### src/rtl/core/ssd_fmt_pkg.sv
`default_nettype none

package ssd_fmt_pkg;

    localparam int DIGITS = 8;
    localparam int IDX_W = (DIGITS > 1) ? $clog2(DIGITS) : 1;
    localparam int POS_W = $clog2(((DIGITS > 12) ? DIGITS : 12) + 1);
    localparam int OUT_DIGITS = 8;
    localparam int OUT_SHOWN = (DIGITS < OUT_DIGITS) ? DIGITS : OUT_DIGITS;

    localparam int KIND_W = 3;
    localparam int NUM_W = 16;
    localparam int SID_W = 5;
    localparam int DPOS_W = 3;
    localparam int SEG_W = 8 * OUT_DIGITS;
    localparam int BCD_W = 20;
    localparam int WORDS = 28;
    localparam int SYMS = 5;

    localparam logic [KIND_W-1:0] KIND_NUM4 = 3'd0;
    localparam logic [KIND_W-1:0] KIND_NUM3 = 3'd1;
    localparam logic [KIND_W-1:0] KIND_NUM2 = 3'd2;
    localparam logic [KIND_W-1:0] KIND_WORD = 3'd3;
    localparam logic [KIND_W-1:0] KIND_DOT  = 3'd4;

    localparam logic [7:0] SYM_DOT = 8'h80;

    localparam logic [7:0] G0    = 8'h3F;
    localparam logic [7:0] G1    = 8'h06;
    localparam logic [7:0] G5    = 8'h6D;
    localparam logic [7:0] GA    = 8'h77;
    localparam logic [7:0] GC    = 8'h39;
    localparam logic [7:0] GD    = 8'h7C;
    localparam logic [7:0] GE    = 8'h79;
    localparam logic [7:0] GF    = 8'h71;
    localparam logic [7:0] GG    = 8'h3D;
    localparam logic [7:0] GH    = 8'h76;
    localparam logic [7:0] GL    = 8'h38;
    localparam logic [7:0] GN    = 8'h54;
    localparam logic [7:0] GP    = 8'h73;
    localparam logic [7:0] GR    = 8'h50;
    localparam logic [7:0] GT    = 8'h78;
    localparam logic [7:0] GU    = 8'h3E;
    localparam logic [7:0] GB    = 8'h00;
    localparam logic [7:0] GBAR3 = 8'h49;
    localparam logic [7:0] GBAR2 = 8'h48;
    localparam logic [7:0] GLOW  = 8'h08;
    localparam logic [7:0] GDEG  = 8'h63;

    function automatic logic [7:0] digit_glyph(input logic [3:0] d);
        logic [7:0] g;
        case (d)
            4'd0: g = 8'h3F;
            4'd1: g = 8'h06;
            4'd2: g = 8'h5B;
            4'd3: g = 8'h4F;
            4'd4: g = 8'h66;
            4'd5: g = 8'h6D;
            4'd6: g = 8'h7D;
            4'd7: g = 8'h07;
            4'd8: g = 8'h7F;
            4'd9: g = 8'h6F;
            default: g = 8'h00;
        endcase
        return g;
    endfunction

    function automatic logic [8*SYMS-1:0] row5(input logic [7:0] a, input logic [7:0] b,
                                                input logic [7:0] c, input logic [7:0] d,
                                                input logic [7:0] e);
        return {e, d, c, b, a};
    endfunction

    function automatic logic [8*SYMS-1:0] word_row(input logic [SID_W-1:0] id);
        logic [8*SYMS-1:0] r;
        case (id)
            5'd0:  r = row5(GBAR3, GBAR2, GLOW, GB, GB);
            5'd1:  r = row5(GC, GA, GL, GL, GB);
            5'd2:  r = row5(G1, GN, GF, G0, GB);
            5'd3:  r = row5(GU, SYM_DOT, GB, G1, GN);
            5'd4:  r = row5(GT, SYM_DOT, GR, GE, GG);
            5'd5:  r = row5(GU, SYM_DOT, G0, GF, GF);
            5'd6:  r = row5(G1, SYM_DOT, G0, GF, GF);
            5'd7:  r = row5(GU, SYM_DOT, GB, GH, G1);
            5'd8:  r = row5(G1, SYM_DOT, GB, GH, G1);
            5'd9:  r = row5(GB, GB, GB, GDEG, GB);
            5'd10: r = row5(GB, GB, GB, GB, GB);
            5'd11: r = row5(G0, GP, GE, GN, GB);
            5'd12: r = row5(G5, GH, GR, GT, GB);
            5'd13: r = row5(G0, GU, GT, GB, GB);
            5'd14: r = row5(GD, G0, GN, GE, GB);
            5'd15: r = row5(GF, GA, G1, GL, GB);
            5'd16: r = row5(GE, GB, GB, GB, GB);
            5'd17: r = row5(GF, GB, GB, GB, GB);
            5'd18: r = row5(GR, GU, GN, GB, GB);
            5'd19: r = row5(SYM_DOT, SYM_DOT, SYM_DOT, GB, GB);
            5'd20: r = row5(GU, SYM_DOT, GC, G0, GR);
            5'd21: r = row5(G1, SYM_DOT, GC, G0, GR);
            5'd22: r = row5(GC, G0, GR, GB, GB);
            5'd23: r = row5(GP, SYM_DOT, GB, G0, GN);
            5'd24: r = row5(GB, G0, GF, GF, GB);
            5'd25: r = row5(GL, GA, G5, GT, GB);
            5'd26: r = row5(GB, GB, G0, GN, GB);
            5'd27: r = row5(GB, GE, GR, GR, GB);
            default: r = '0;
        endcase
        return r;
    endfunction

    function automatic logic [2:0] word_len(input logic [SID_W-1:0] id);
        logic [2:0] n;
        case (id)
            5'd3, 5'd4, 5'd5, 5'd6, 5'd7, 5'd8, 5'd20, 5'd21, 5'd23: n = 3'd5;
            default: n = (id < SID_W'(WORDS)) ? 3'd4 : 3'd0;
        endcase
        return n;
    endfunction

endpackage

`default_nettype wire

### src/rtl/core/seven_segment_display_formatter.sv
`default_nettype none

// Seven-segment display formatter with an internal buffer of display digits.
// A request is taken on a rising edge where start is high and busy is low; kind,
// number, word_sel and digit_position are sampled on that edge.
// Number requests convert the value to decimal with a shift-and-add-three unit
// that runs one bit per cycle, then write one digit per cycle.
// Word requests step through the word table one symbol per cycle.
// The done strobe is high for one cycle with the whole buffer on segments.
// A number request runs the conversion steps, writes its digits and hands
// the result off before the strobe. A word stops after its last symbol or
// after four written symbols. Busy falls in the strobe cycle, so a new
// request may be taken there; none is taken while busy.
// The receiver cannot stall; every result is flagged once, with done high for one cycle.
// Reset clears the buffer to blank, idles the sequencer and drops done.

module seven_segment_display_formatter (
    input  logic                             clk,
    input  logic                             rst_n,
    input  logic                             start,
    output logic                             busy,
    input  logic [ssd_fmt_pkg::KIND_W-1:0]   kind,
    input  logic [ssd_fmt_pkg::NUM_W-1:0]    number,
    input  logic [ssd_fmt_pkg::SID_W-1:0]    word_sel,
    input  logic [ssd_fmt_pkg::DPOS_W-1:0]   digit_position,
    output logic                             done,
    output logic [ssd_fmt_pkg::SEG_W-1:0]    segments
);
    import ssd_fmt_pkg::*;

    typedef enum logic [2:0] {
        S_IDLE,
        S_CONV,
        S_DIGW,
        S_WORD,
        S_DOT,
        S_OUT
    } state_t;

    localparam int CNT_W = $clog2(NUM_W);

    state_t             state_reg, state_next;
    logic [KIND_W-1:0]  kind_reg, kind_next;
    logic [SID_W-1:0]   sid_reg, sid_next;
    logic [POS_W-1:0]   pos_reg, pos_next;
    logic [NUM_W-1:0]   shift_reg, shift_next;
    logic [BCD_W-1:0]   bcd_reg, bcd_next;
    logic [CNT_W-1:0]   cnt_reg, cnt_next;
    logic [1:0]         dig_reg, dig_next;
    logic [2:0]         idx_reg, idx_next;
    logic [2:0]         written_reg, written_next;
    logic [7:0]         disp_reg [DIGITS];
    logic [7:0]         disp_next [DIGITS];
    logic               done_reg, done_next;
    logic [SEG_W-1:0]   segments_reg, segments_next;

    logic [BCD_W-1:0]   bcd_adj;
    logic [3:0]         nib;
    logic [8*SYMS-1:0]  row;
    logic [7:0]         sym;
    logic [2:0]         len;
    logic [POS_W-1:0]   pos_m1;

    assign busy     = (state_reg != S_IDLE);
    assign done     = done_reg;
    assign segments = segments_reg;

    always_comb
    begin
        for (int d = 0; d < BCD_W / 4; d++)
        begin
            bcd_adj[4*d +: 4] = (bcd_reg[4*d +: 4] >= 4'd5) ? bcd_reg[4*d +: 4] + 4'd3
                                                            : bcd_reg[4*d +: 4];
        end
    end

    always_comb
    begin
        state_next    = state_reg;
        kind_next     = kind_reg;
        sid_next      = sid_reg;
        pos_next      = pos_reg;
        shift_next    = shift_reg;
        bcd_next      = bcd_reg;
        cnt_next      = cnt_reg;
        dig_next      = dig_reg;
        idx_next      = idx_reg;
        written_next  = written_reg;
        done_next     = 1'b0;
        segments_next = segments_reg;
        for (int i = 0; i < DIGITS; i++)
        begin
            disp_next[i] = disp_reg[i];
        end

        nib = bcd_reg[{dig_reg, 2'b00} +: 4];
        if (kind_reg == KIND_NUM4 && bcd_reg[BCD_W-1 -: 4] != 4'd0)
        begin
            nib = 4'd9;
        end
        row    = word_row(sid_reg);
        len    = word_len(sid_reg);
        sym    = (idx_reg < 3'(SYMS)) ? row[{idx_reg, 3'b000} +: 8] : 8'h00;
        pos_m1 = pos_reg - POS_W'(1);

        case (state_reg)
            S_IDLE:
            begin
                if (start)
                begin
                    kind_next    = kind;
                    sid_next     = word_sel;
                    pos_next     = POS_W'(digit_position);
                    shift_next   = number;
                    bcd_next     = '0;
                    cnt_next     = '0;
                    idx_next     = '0;
                    written_next = '0;
                    if (kind inside {KIND_NUM4, KIND_NUM3, KIND_NUM2})
                    begin
                        state_next = S_CONV;
                    end
                    else if (kind == KIND_WORD)
                    begin
                        state_next = S_WORD;
                    end
                    else if (kind == KIND_DOT)
                    begin
                        state_next = S_DOT;
                    end
                    else
                    begin
                        state_next = S_OUT;
                    end
                end
            end
            S_CONV:
            begin
                bcd_next   = {bcd_adj[BCD_W-2:0], shift_reg[NUM_W-1]};
                shift_next = {shift_reg[NUM_W-2:0], 1'b0};
                cnt_next   = cnt_reg + CNT_W'(1);
                if (cnt_reg == CNT_W'(NUM_W - 1))
                begin
                    state_next = S_DIGW;
                    case (kind_reg)
                        KIND_NUM4: dig_next = 2'd3;
                        KIND_NUM3: dig_next = 2'd2;
                        default:   dig_next = 2'd1;
                    endcase
                end
            end
            S_DIGW:
            begin
                if (pos_reg < POS_W'(DIGITS))
                begin
                    disp_next[pos_reg[IDX_W-1:0]] = digit_glyph(nib);
                end
                pos_next = pos_reg + POS_W'(1);
                dig_next = dig_reg - 2'd1;
                if (dig_reg == 2'd0)
                begin
                    state_next = S_OUT;
                end
            end
            S_WORD:
            begin
                if (idx_reg < len && written_reg < 3'd4)
                begin
                    idx_next = idx_reg + 3'd1;
                    if (sym == SYM_DOT)
                    begin
                        if (pos_reg != '0 && pos_m1 < POS_W'(DIGITS))
                        begin
                            disp_next[pos_m1[IDX_W-1:0]] =
                                disp_reg[pos_m1[IDX_W-1:0]] | SYM_DOT;
                        end
                    end
                    else
                    begin
                        if (pos_reg < POS_W'(DIGITS))
                        begin
                            disp_next[pos_reg[IDX_W-1:0]] = sym;
                        end
                        pos_next     = pos_reg + POS_W'(1);
                        written_next = written_reg + 3'd1;
                    end
                end
                else
                begin
                    state_next = S_OUT;
                end
            end
            S_DOT:
            begin
                if (pos_reg < POS_W'(DIGITS))
                begin
                    disp_next[pos_reg[IDX_W-1:0]] = disp_reg[pos_reg[IDX_W-1:0]] | SYM_DOT;
                end
                state_next = S_OUT;
            end
            S_OUT:
            begin
                segments_next = '0;
                for (int i = 0; i < OUT_SHOWN; i++)
                begin
                    segments_next[8*i +: 8] = disp_reg[i];
                end
                done_next  = 1'b1;
                state_next = S_IDLE;
            end
            default:
            begin
                state_next = S_IDLE;
            end
        endcase
    end

    always_ff @(posedge clk or negedge rst_n)
    begin
        if (!rst_n)
        begin
            state_reg   <= S_IDLE;
            done_reg    <= 1'b0;
            cnt_reg     <= '0;
            dig_reg     <= '0;
            idx_reg     <= '0;
            written_reg <= '0;
            for (int i = 0; i < DIGITS; i++)
            begin
                disp_reg[i] <= 8'h00;
            end
        end
        else
        begin
            state_reg   <= state_next;
            done_reg    <= done_next;
            cnt_reg     <= cnt_next;
            dig_reg     <= dig_next;
            idx_reg     <= idx_next;
            written_reg <= written_next;
            for (int i = 0; i < DIGITS; i++)
            begin
                disp_reg[i] <= disp_next[i];
            end
        end
    end

    always_ff @(posedge clk)
    begin
        kind_reg     <= kind_next;
        sid_reg      <= sid_next;
        pos_reg      <= pos_next;
        shift_reg    <= shift_next;
        bcd_reg      <= bcd_next;
        segments_reg <= segments_next;
    end

endmodule

`default_nettype wire

### config.mk
export PLATFORM = sky130hd
export DESIGN_NAME = seven_segment_display_formatter
export DESIGN_NICKNAME = d
export VERILOG_FILES = /design/src/rtl/core/ssd_fmt_pkg.sv /design/src/rtl/core/seven_segment_display_formatter.sv
export SDC_FILE = /design/constraint.sdc
export NUM_CORES = 1
export LEC_CHECK = 0
export BUFFER_PORTS_ARGS = -buffer_cell sky130_fd_sc_hd__buf_2
export CAP_MARGIN = 20
export CORE_UTILIZATION = 46
export DETAILED_ROUTE_END_ITERATION = 10
export SYNTH_ARGS = -nofsm -noshare
export SYNTH_HDL_FRONTEND = slang
export SYNTH_SLANG_ARGS = --single-unit
### constraint.sdc
create_clock -name clk -period 8.3 [get_ports clk]
set_clock_uncertainty 0.1 [all_clocks]
set_input_delay 0.415 -clock clk [delete_from_list [all_inputs] [get_ports clk]]
set_output_delay 0.415 -clock clk [all_outputs]
set_load 0.01 [all_outputs]
==> results of run 1 <==
-- logic make-up (layout without fill, tap and decap cells) --
group	count (synthesis)	in the layout	synth area share (%)
and+or+nand+nor	348	348	13.5
adders and majority gates	33	33	3.52
DFF	228	228	51.9
AOI/OAI and AO/OA	357	357	21.6
buffers and inverters	97	193	3.39
muxes	39	39	4.98
xor gates and xnor gates	14	14	1.11
-- per-layer routing --
layer | global-route usage [%] | part of all wire [%] | vias to the layer above | wire length, um
li1 | - | - | 4344 | -
met1 | 32.1 | 43 | 4446 | 13300
met2 | 38.8 | 47 | 402 | 14400
met3 | 3.37 | 6.6 | 78 | 2050
met4 | 9.95 | 3.9 | 0 | 1200
met5 | 0 | 0 | - | 0
-- metrics by stage --
| step | setup WS, ns | utilization, % | instances | power [uW] | hold WS [ns] |
|---|---|---|---|---|---|
| 5_1_grt | 4.05 | 53.3 | 1542 | 6060 | 0.0184 |
| 6_report | 4.26 | 53.3 | 1542 | 5710 | 0.0113 |
| 3_3_place_gp | 4.45 | 49.7 | 1491 | 4510 | 0.163 |
| 4_1_cts | 4.28 | 53.3 | 1542 | 5700 | 0.000869 |
| 2_1_floorplan | 5.08 | - | 1116 | 3730 | 0.0194 |
| 3_5_place_dp | 4.30 | 49.7 | 1491 | 4540 | 0.162 |
-- final cells by class --
type / count / area share (%)
timing repair buffer: 119 / 5.03
inverter: 29 / 0.813
multi-input combinational: 791 / 39.3
clock buffer: 31 / 5.06
sequential: 228 / 45.4
tap: 330 / 3.08
clock inverter: 14 / 1.29
-- power by group --
part	internal (uW)	switching, uW	leakage (uW)
combinational	898	1670	0.00242
clock	702	453	0.000419
sequential	1680	316	0.00244
-- Yosys cell counts (all sizes together), types with 26 or more instances --
| master | count | share of area (%) |
|---|---|---|
| edfxtp | 112 | 29 |
| a22oi | 34 | 2.3 |
| clkbuf | 46 | 1.5 |
| dfrtp | 80 | 17 |
| o21ai | 84 | 3.6 |
| inv | 27 | 0.86 |
| nand2 | 138 | 4.5 |
| ha | 33 | 3.5 |
| dfxtp | 36 | 6.1 |
| a21oi | 71 | 3.1 |
| nor2 | 101 | 3.2 |
| o22ai | 26 | 1.4 |
-- worst max path at each step --
stage                                  start                  endpoint  cells past startpoint
global route          idx_reg[0]$_DFFE_PN0P_  disp_reg[20]$_DFFE_PN0P_                      7
detailed placement    idx_reg[0]$_DFFE_PN0P_  disp_reg[20]$_DFFE_PN0P_                      7
floorplan           state_reg[0]$_DFFE_PN0P_           row[22]$_DFF_P_                     10
global placement      idx_reg[0]$_DFFE_PN0P_  disp_reg[20]$_DFFE_PN0P_                      7
CTS                   idx_reg[0]$_DFFE_PN0P_  disp_reg[20]$_DFFE_PN0P_                      7
finish                idx_reg[0]$_DFFE_PN0P_  disp_reg[21]$_DFFE_PN0P_                      7
==> flow_summary.yaml, run 1 <==
status:
  status: "finished clean"
sta:
  finalMaxSlewViolations: 0
  rsz0062_at_grt: "false"
  fin_crit_sh_pct: 48.7
  max_clock_freq_ghz: 0.248
  slew_headroom_pct: 22.3
  hold_violations: 0
  tightest_slew_ns: 1.17
  fin_tns_setup_ns: 0
  fin_crit_ns: 4.04
  setup_viol: 0
drt:
  vias: 9270
  routed_wl_mm: 30.9
  postRouteAntennaNets: 0
  post_drt_wl_per_cell_um: 20.1
  drc: 0
  vias_per_cell: 6.01
  drtIter0Drc: 858
  drt_first_pass_iters: 5
grt:
  antenna_found_initial: 0
  grt_pass1_vias: 8887
  grt_pass1_wl_mm: 49.4
  grt_remaining_overflow: 0
  grt_max_degree: 70
  grt_use_total_pct: 23.8
final_layout:
  final_common_cell: "nand2_1"
  multi_input_area_um2: 5260
  register_area_um2: 6090
  layout_common_cells: "nand2_1 (136), edfxtp_1 (112), nor2_1 (101), buf_2 (94), o21ai_0 (81)"
  nNetsFinal: 1257
  syn_to_final_growth_pct: 14.2
  fillers: 2331
  stdcell_area_um2: 13400
  drive_above_1_share_pct: 16.4
  n_antenna_cell: 0
synthesis:
  netlist_area_um2: 11700
  synth_area_per_cell_um2: 10.5
  ys_seq_area_share_pct: 51.9
  syn_nets: 1179
  synth-async-reset-ratio_pct: 35.1
  yosysUniqueCellTypes: 85
  yosysWarningCount: 0
  synth_top_flop_cell: "edfxtp_1"
  synth_edf_count: 112
  ys_ff_latch: 228
  synth_cells: 1116
clock_network:
  cts_max_path_buffers: 3
  ctsHoldBuffers: 6
  clock_latency_ns: 0.53
  cts_made_buffers: 25
  cts_resized: 0
  post_cts_buffers: 0
  ctsRootBufferMaster: "clkbuf_16"
  cts_tree: "done"
  cts_max_level: 1
  clock_sinks: 228
  cts.clk_slew.worst_paths_ns: 0.06
min_path:
  worstHoldPathType: "in2reg"
  worstHoldEndpoint: "kind_reg[0]$_DFFE_PP_"
  min-delay-start: "kind[0]"
  holdPathStages: 1
floorplanning:
  die_w_um: 162
  core_area_um2: 25100
  die_area_um2: 26100
  die_h_um: 162
  start_util_pct: 46.7
  std_cell_rows: 58
  boundaryPins: 96
setup_path:
  crit_path_end_kind: "flip-flop"
  critPathMaxFanout: 17
  reg2reg_from: "idx_reg[0]$_DFFE_PN0P_"
  crit_family: "simple AND/OR/NAND/NOR gates"
  worst-path-buf-inv: 0
  cp_slowest_cell: "dfrtp_1"
  worstPathRequired_ns: 8.61
  startpoint_type: "flip-flop"
  rr_endpoint: "disp_reg[21]$_DFFE_PN0P_"
  reg2reg_slack_ns: 4.26
  path_cells: "mux4_1 -> nor4_2 -> and4b_1 -> a31oi_4 -> nand2_2 -> o2111ai_1 -> a32o_1"
  ff2ff_path_depth: 7
  crit_path_max_incr_delay_ns: 0.72
  critical_path_class: "reg2reg"
  arrival_ns: 4.35
power:
  powerDensity_nw_per_um2: 427
  peakVddDrop_mv: 0.226
  leakage_uw: 0.00528
job:
  drv_cap: 0
placed_design:
  placed_cell_area_um2: 12500
  io_buffers: 95
  dp_hpwl_mm: 21.6
  place.gp.congestion: 0.891
Power figures use the tool's default switching activity.
==> inputs of run 2 (changes only) <==
==> constraint.sdc (replaced) <==
create_clock -name clk -period 3.97 [get_ports clk]
set_clock_uncertainty 0.1 [all_clocks]
set_input_delay 0.1985 -clock clk [delete_from_list [all_inputs] [get_ports clk]]
set_output_delay 0.1985 -clock clk [all_outputs]
set_load 0.01 [all_outputs]
==> run 2 against run 1 <==
Against the previous run:
- wire length rose by 4.1%
- global-route usage rose by 1.2 points
- cell area rose by 2.9%
- utilization rose by 1.6 points
- sequential cell count did not move
- sequential share of layout area fell by 1.3 points
- clock power rose by 110%
- non-clock buffer count rose by 42
- setup slack got worse by 3.8 ns
- highest routed layer unchanged
==> flow_summary.yaml, run 2 (same netlist as run 1, synthesis figures left out) <==
setup_path:
  reg2reg_slack_ns: 0.43
  critPathMaxFanout: 14
  reg2reg_from: "idx_reg[0]$_DFFE_PN0P_"
  startpoint_type: "flip-flop"
  path_cells: "mux4_1 -> nor4_2 -> and4b_1 -> buf_4 -> nand2_2 -> a311oi_2 -> a22oi_1 -> o2bb2ai_1"
  cp_slowest_cell: "dfrtp_1"
  critical_path_class: "reg2reg"
  worstPathRequired_ns: 4.31
  crit_path_max_incr_delay_ns: 0.70
  endpoint: "disp_reg[30]$_DFFE_PN0P_"
  ff2ff_path_depth: 8
  arrival_ns: 3.88
  rr_endpoint: "disp_reg[30]$_DFFE_PN0P_"
  setup.worst_path.start: "idx_reg[0]$_DFFE_PN0P_"
  crit_path_end_kind: "flip-flop"
power:
  switching_power_uw: 5110
  peakVddDrop_mv: 0.397
  clkPwrFrac_pct: 20.2
  combPwrFrac_pct: 45.4
  swShare_pct: 42.2
  p_int_uw: 6990
  powerDensity_nw_per_um2: 877
  p_seq_share_pct: 34.4
  leakage_uw: 0.00547
floorplanning:
  die_h_um: 162
  std_cell_rows: 58
  boundaryPins: 96
  die_area_um2: 26100
  start_util_pct: 46.7
  die_w_um: 162
  core_area_um2: 25100
clock_network:
  clock_sinks: 228
  cts_max_path_buffers: 3
  clock_latency_ns: 0.53
  cts_tree: "done"
  cts_made_buffers: 25
  cts.clk_slew.worst_paths_ns: 0.06
  ctsRootBufferMaster: "clkbuf_16"
  cts_max_level: 1
placed_design:
  dp_slack_ns: 0.459
  placed_cell_area_um2: 12600
  io_buffers: 95
  dp_hpwl_mm: 22.4
  place.gp.congestion: 0.954
status:
  status: "finished clean"
final_layout:
  drive_above_1_share_pct: 17.6
  fin_util_pct: 54.9
  syn_to_final_growth_pct: 17.6
  stdcell_area_um2: 13800
  n_antenna_cell: 0
  final_common_cell: "nand2_1"
  layout_common_cells: "nand2_1 (136), edfxtp_1 (112), nor2_1 (101), buf_2 (94), o21ai_0 (81)"
  nNetsFinal: 1299
grt:
  grt_pass1_vias: 9148
  grt_max_degree: 66
  grt_use_total_pct: 25.1
  antenna_found_initial: 0
  grt_pass1_wl_mm: 51.4
  grt_remaining_overflow: 0
drt:
  drt_first_pass_iters: 5
  postRouteAntennaNets: 0
  vias_per_cell: 6.01
  post_drt_wl_per_cell_um: 20.3
  drc: 0
  drtIter0Drc: 933
  routed_wl_mm: 32.2
  vias: 9511
sta:
  max_clock_freq_ghz: 0.283
  fin_crit_sh_pct: 89.1
  fin_tns_setup_ns: 0
  setup_viol: 0
  slew_headroom_pct: 26.9
  tightest_slew_ns: 1.09
  whs_ns: 0.0429
  hold_violations: 0
  fin_crit_ns: 3.54
  rsz0062_at_grt: "false"
  setup_ws_ns: 0.431
  finalMaxSlewViolations: 0
min_path:
  worstHoldPathType: "in2reg"
  min-delay-start: "start"
job:
  drv_cap: 0
run 2: changes by cell type in the layout (fill, tap and decap cells not counted):
cell / change
clkinv_2: -2
dlygate4sd3_1: +22
clkbuf_8: +2
clkinv_1: -3
buf_4: +20
clkinvlp_4: +2
run 2: worst min path at each step:
stage	to	depth (start not counted)	slack, ns
after floorplan	cnt_reg[0]$_DFFE_PN0P_	0	-0.20
after global placement	done$_DFF_PN0_	1	0.18
after detailed placement	done$_DFF_PN0_	1	0.20
after CTS	state_reg[1]$_DFFE_PN0P_	5	0.03
after global routing	state_reg[1]$_DFFE_PN0P_	5	0.09
final	state_reg[1]$_DFFE_PN0P_	5	0.04
run 2: power groups by stage:
stage / Clock, uW / Sequential, uW / Combinational (uW)
final: 2450 / 4160 / 5490
after global routing: 2600 / 4270 / 6000
after CTS: 2500 / 4160 / 5430
after detailed placement: 0 / 4210 / 5380
after global placement: 0 / 4190 / 5370
after floorplan: 0 / 3940 / 3860
run 2: what timing repair did:
item | CTS | global route
gates resized for setup | 0 | 0
endpoints found under the hold margin | 78 | 0
setup buffers | 0 | 0
hold buffers | 28 | 0
run 2: final cells by class:
type	instances	area [um^2]
Inverter	29	109
Sequential cell	228	6090
Clock inverter	11	166
Multi-Input combinational cell	791	5260
Fill cell	2229	11300
Tap cell	330	413
Timing Repair Buffer	161	1040
Clock buffer	33	706
run 2: per-stage QoR:
step           std cells  total power (uW)
2_1_floorplan       1116              7800
3_3_place_gp        1511              9560
3_5_place_dp        1511              9590
4_1_cts             1583             12100
5_1_grt             1583             12900
6_report            1583             12100
run 2: worst max-delay path, delay by kind of cell (launching register included):
kind	cells	cell delay (ns)
mux	1	0.68
buf+inv	1	0.24
flops	1	0.70
compound gates	3	0.87
simple gates	3	0.88
run 2: per-layer routing:
metal | vias to the layer above | wire length [um] | track usage [%]
met2 | 387 | 15000 | 40.8
li1 | 4433 | - | -
met4 | 0 | 1030 | 9.39
met1 | 4615 | 14000 | 34.3
met5 | - | 0 | 0
met3 | 76 | 2140 | 3.37
==> inputs of run 3 (changes only) <==
--- a/config.mk
+++ b/config.mk
@@ -9,6 +9,7 @@
 export CAP_MARGIN = 20
 export CORE_UTILIZATION = 46
 export DETAILED_ROUTE_END_ITERATION = 10
+export MAX_ROUTING_LAYER = met4
 export SYNTH_ARGS = -nofsm -noshare
 export SYNTH_HDL_FRONTEND = slang
 export SYNTH_SLANG_ARGS = --single-unit
==> run 3 against run 2 <==
Against the previous run:
- clock power about the same
- sequential share of layout area down 0.11 points
- via count down 0.94%
- setup slack better by 0.043 ns
- sequential cell count unchanged
- highest routed layer unchanged
- maximum frequency up 1.2%
- largest cell class unchanged
- cell area up 0.25%
- non-clock buffer count up 3
- global-route usage up 0.99 points
==> flow_summary.yaml, run 3 (same netlist as run 1, synthesis figures left out) <==
clock_network:
  cts.clk_slew.worst_paths_ns: 0.07
  cts_resized: 0
  clock_latency_ns: 0.52
  clock_sinks: 228
  cts_tree: "done"
  cts_max_level: 1
  cts_max_path_buffers: 3
  post_cts_buffers: 0
  cts_made_buffers: 25
  ctsRootBufferMaster: "clkbuf_16"
grt:
  antenna_found_initial: 0
  grt_max_degree: 66
  grt_pass1_wl_mm: 51.5
  grt_remaining_overflow: 0
  grt_pass1_vias: 9055
  grt_use_total_pct: 26.1
setup_path:
  arrival_ns: 3.81
  ff2ff_path_depth: 8
  startpoint_type: "flip-flop"
  reg2reg_slack_ns: 0.47
  rr_endpoint: "disp_reg[42]$_DFFE_PN0P_"
  critPathMaxFanout: 9
  reg2reg_from: "idx_reg[0]$_DFFE_PN0P_"
  cp_slowest_cell: "mux4_1"
  path_cells: "mux4_1 -> nor4_2 -> nand4b_1 -> buf_4 -> nand2_1 -> o22ai_1 -> a32o_1 -> a22o_1"
  crit_path_max_incr_delay_ns: 0.65
  worstPathRequired_ns: 4.28
  critical_path_class: "reg2reg"
  crit_path_end_kind: "flip-flop"
  setup.worst_path.start: "idx_reg[0]$_DFFE_PN0P_"
drt:
  drc: 0
  drt_first_pass_iters: 6
  post_drt_wl_per_cell_um: 20.4
  vias_per_cell: 5.94
  drtIter0Drc: 905
  vias: 9422
  postRouteAntennaNets: 0
  routed_wl_mm: 32.4
sta:
  setup_ws_ns: 0.474
  rsz0062_at_grt: "false"
  setup_viol: 0
  fin_tns_setup_ns: 0
  tightest_slew_ns: 1.11
  max_clock_freq_ghz: 0.286
  hold_violations: 0
  finalMaxSlewViolations: 0
  fin_crit_sh_pct: 88.1
  whs_ns: 0.0784
  fin_crit_ns: 3.50
  slew_headroom_pct: 25.5
floorplanning:
  start_util_pct: 46.7
  die_area_um2: 26100
  boundaryPins: 96
  die_w_um: 162
  die_h_um: 162
  std_cell_rows: 58
  core_area_um2: 25100
min_path:
  min-delay-start: "start"
  worstHoldEndpoint: "state_reg[1]$_DFFE_PN0P_"
  worstHoldPathType: "in2reg"
  holdPathStages: 5
final_layout:
  syn_to_final_growth_pct: 17.9
  n_antenna_cell: 0
  fillers: 2256
  nNetsFinal: 1302
  final_common_cell: "nand2_1"
  final_cells: 1586
  drive_above_1_share_pct: 17.8
  layout_common_cells: "nand2_1 (136), edfxtp_1 (112), nor2_1 (101), buf_2 (94), o21ai_0 (81)"
status:
  status: "finished clean"
power:
  power_uw: 12100
  leakage_uw: 0.00550
  powerDensity_nw_per_um2: 878
  peakVddDrop_mv: 0.380
placed_design:
  io_buffers: 95
  place.gp.congestion: 0.954
  post-place-cells: 1514
  dp_hpwl_mm: 22.8
  dp_slack_ns: 0.496
job:
  drv_cap: 0
==> run 3: cell types whose count changed in the layout (fill, tap and decap cells not counted), moves of 2 or more <==
| cell | change |
|---|---|
| buf_4 | +3 |
| bufinv_16 | -3 |
| clkbuf_16 | +5 |
| clkinvlp_4 | -2 |
==> run 3: metrics by stage <==
stage                     cell area, um^2  utilization [%]
after detailed placement            12700             50.4
final                               13800             55.0
after CTS                           13800             55.0
after global routing                13800             55.0
after floorplan                     11700                -
after global placement              12700             50.4
==> run 3: repair_timing <==
action / in CTS / in global routing
hold endpoints to repair: 78 / 0
endpoints found under the setup margin: 0 / 0
hold buffers: 28 / 0
==> run 3: how the worst max path moves through the flow <==
stage / to / slack (ns) / depth (start not counted)
final: disp_reg[42]$_DFFE_PN0P_ / 0.47 / 8
after global routing: disp_reg[6]$_DFFE_PN0P_ / 0.26 / 8
after CTS: disp_reg[42]$_DFFE_PN0P_ / 0.48 / 8
after detailed placement: disp_reg[42]$_DFFE_PN0P_ / 0.50 / 8
after global placement: disp_reg[10]$_DFFE_PN0P_ / 0.57 / 8
after floorplan: row[22]$_DFF_P_ / 0.75 / 10
==> run 3: per-layer routing <==
| metal | wire (um) | track usage [%] | up-vias |
|---|---|---|---|
| li1 | - | - | 4433 |
| met1 | 14200 | 34.8 | 4528 |
| met2 | 15100 | 41.2 | 383 |
| met3 | 1910 | 2.96 | 78 |
| met4 | 1100 | 9.43 | 0 |
| met5 | 0 | - | - |
==> run 3: worst max-delay path: cells and delay by family, from the launching register on <==
kind                   cells  cell delay, ns
AOI/OAI and AO/OA          3            0.89
buffers and inverters      1            0.29
DFF                        1            0.59
muxes                      1            0.65
and+or+nand+nor            3            0.87
==> run 3: cell type report <==
class	instances	area (um^2)	area share, %
sequential	228	6090	44.0
multi-input combinational	791	5260	38.1
timing repair buffer	164	1070	7.71
clock buffer	38	821	5.94
tap	330	413	2.99
inverter	29	109	0.788
clock inverter	6	62.6	0.453
==> run 3: report_power, final <==
group	leakage, uW	switching [uW]	internal, uW	total, uW
sequential	0.00244	612	3510	4120
clock	0.000434	938	1490	2430
combinational	0.00262	3570	2010	5580
total	0.00550	5120	7010	12100
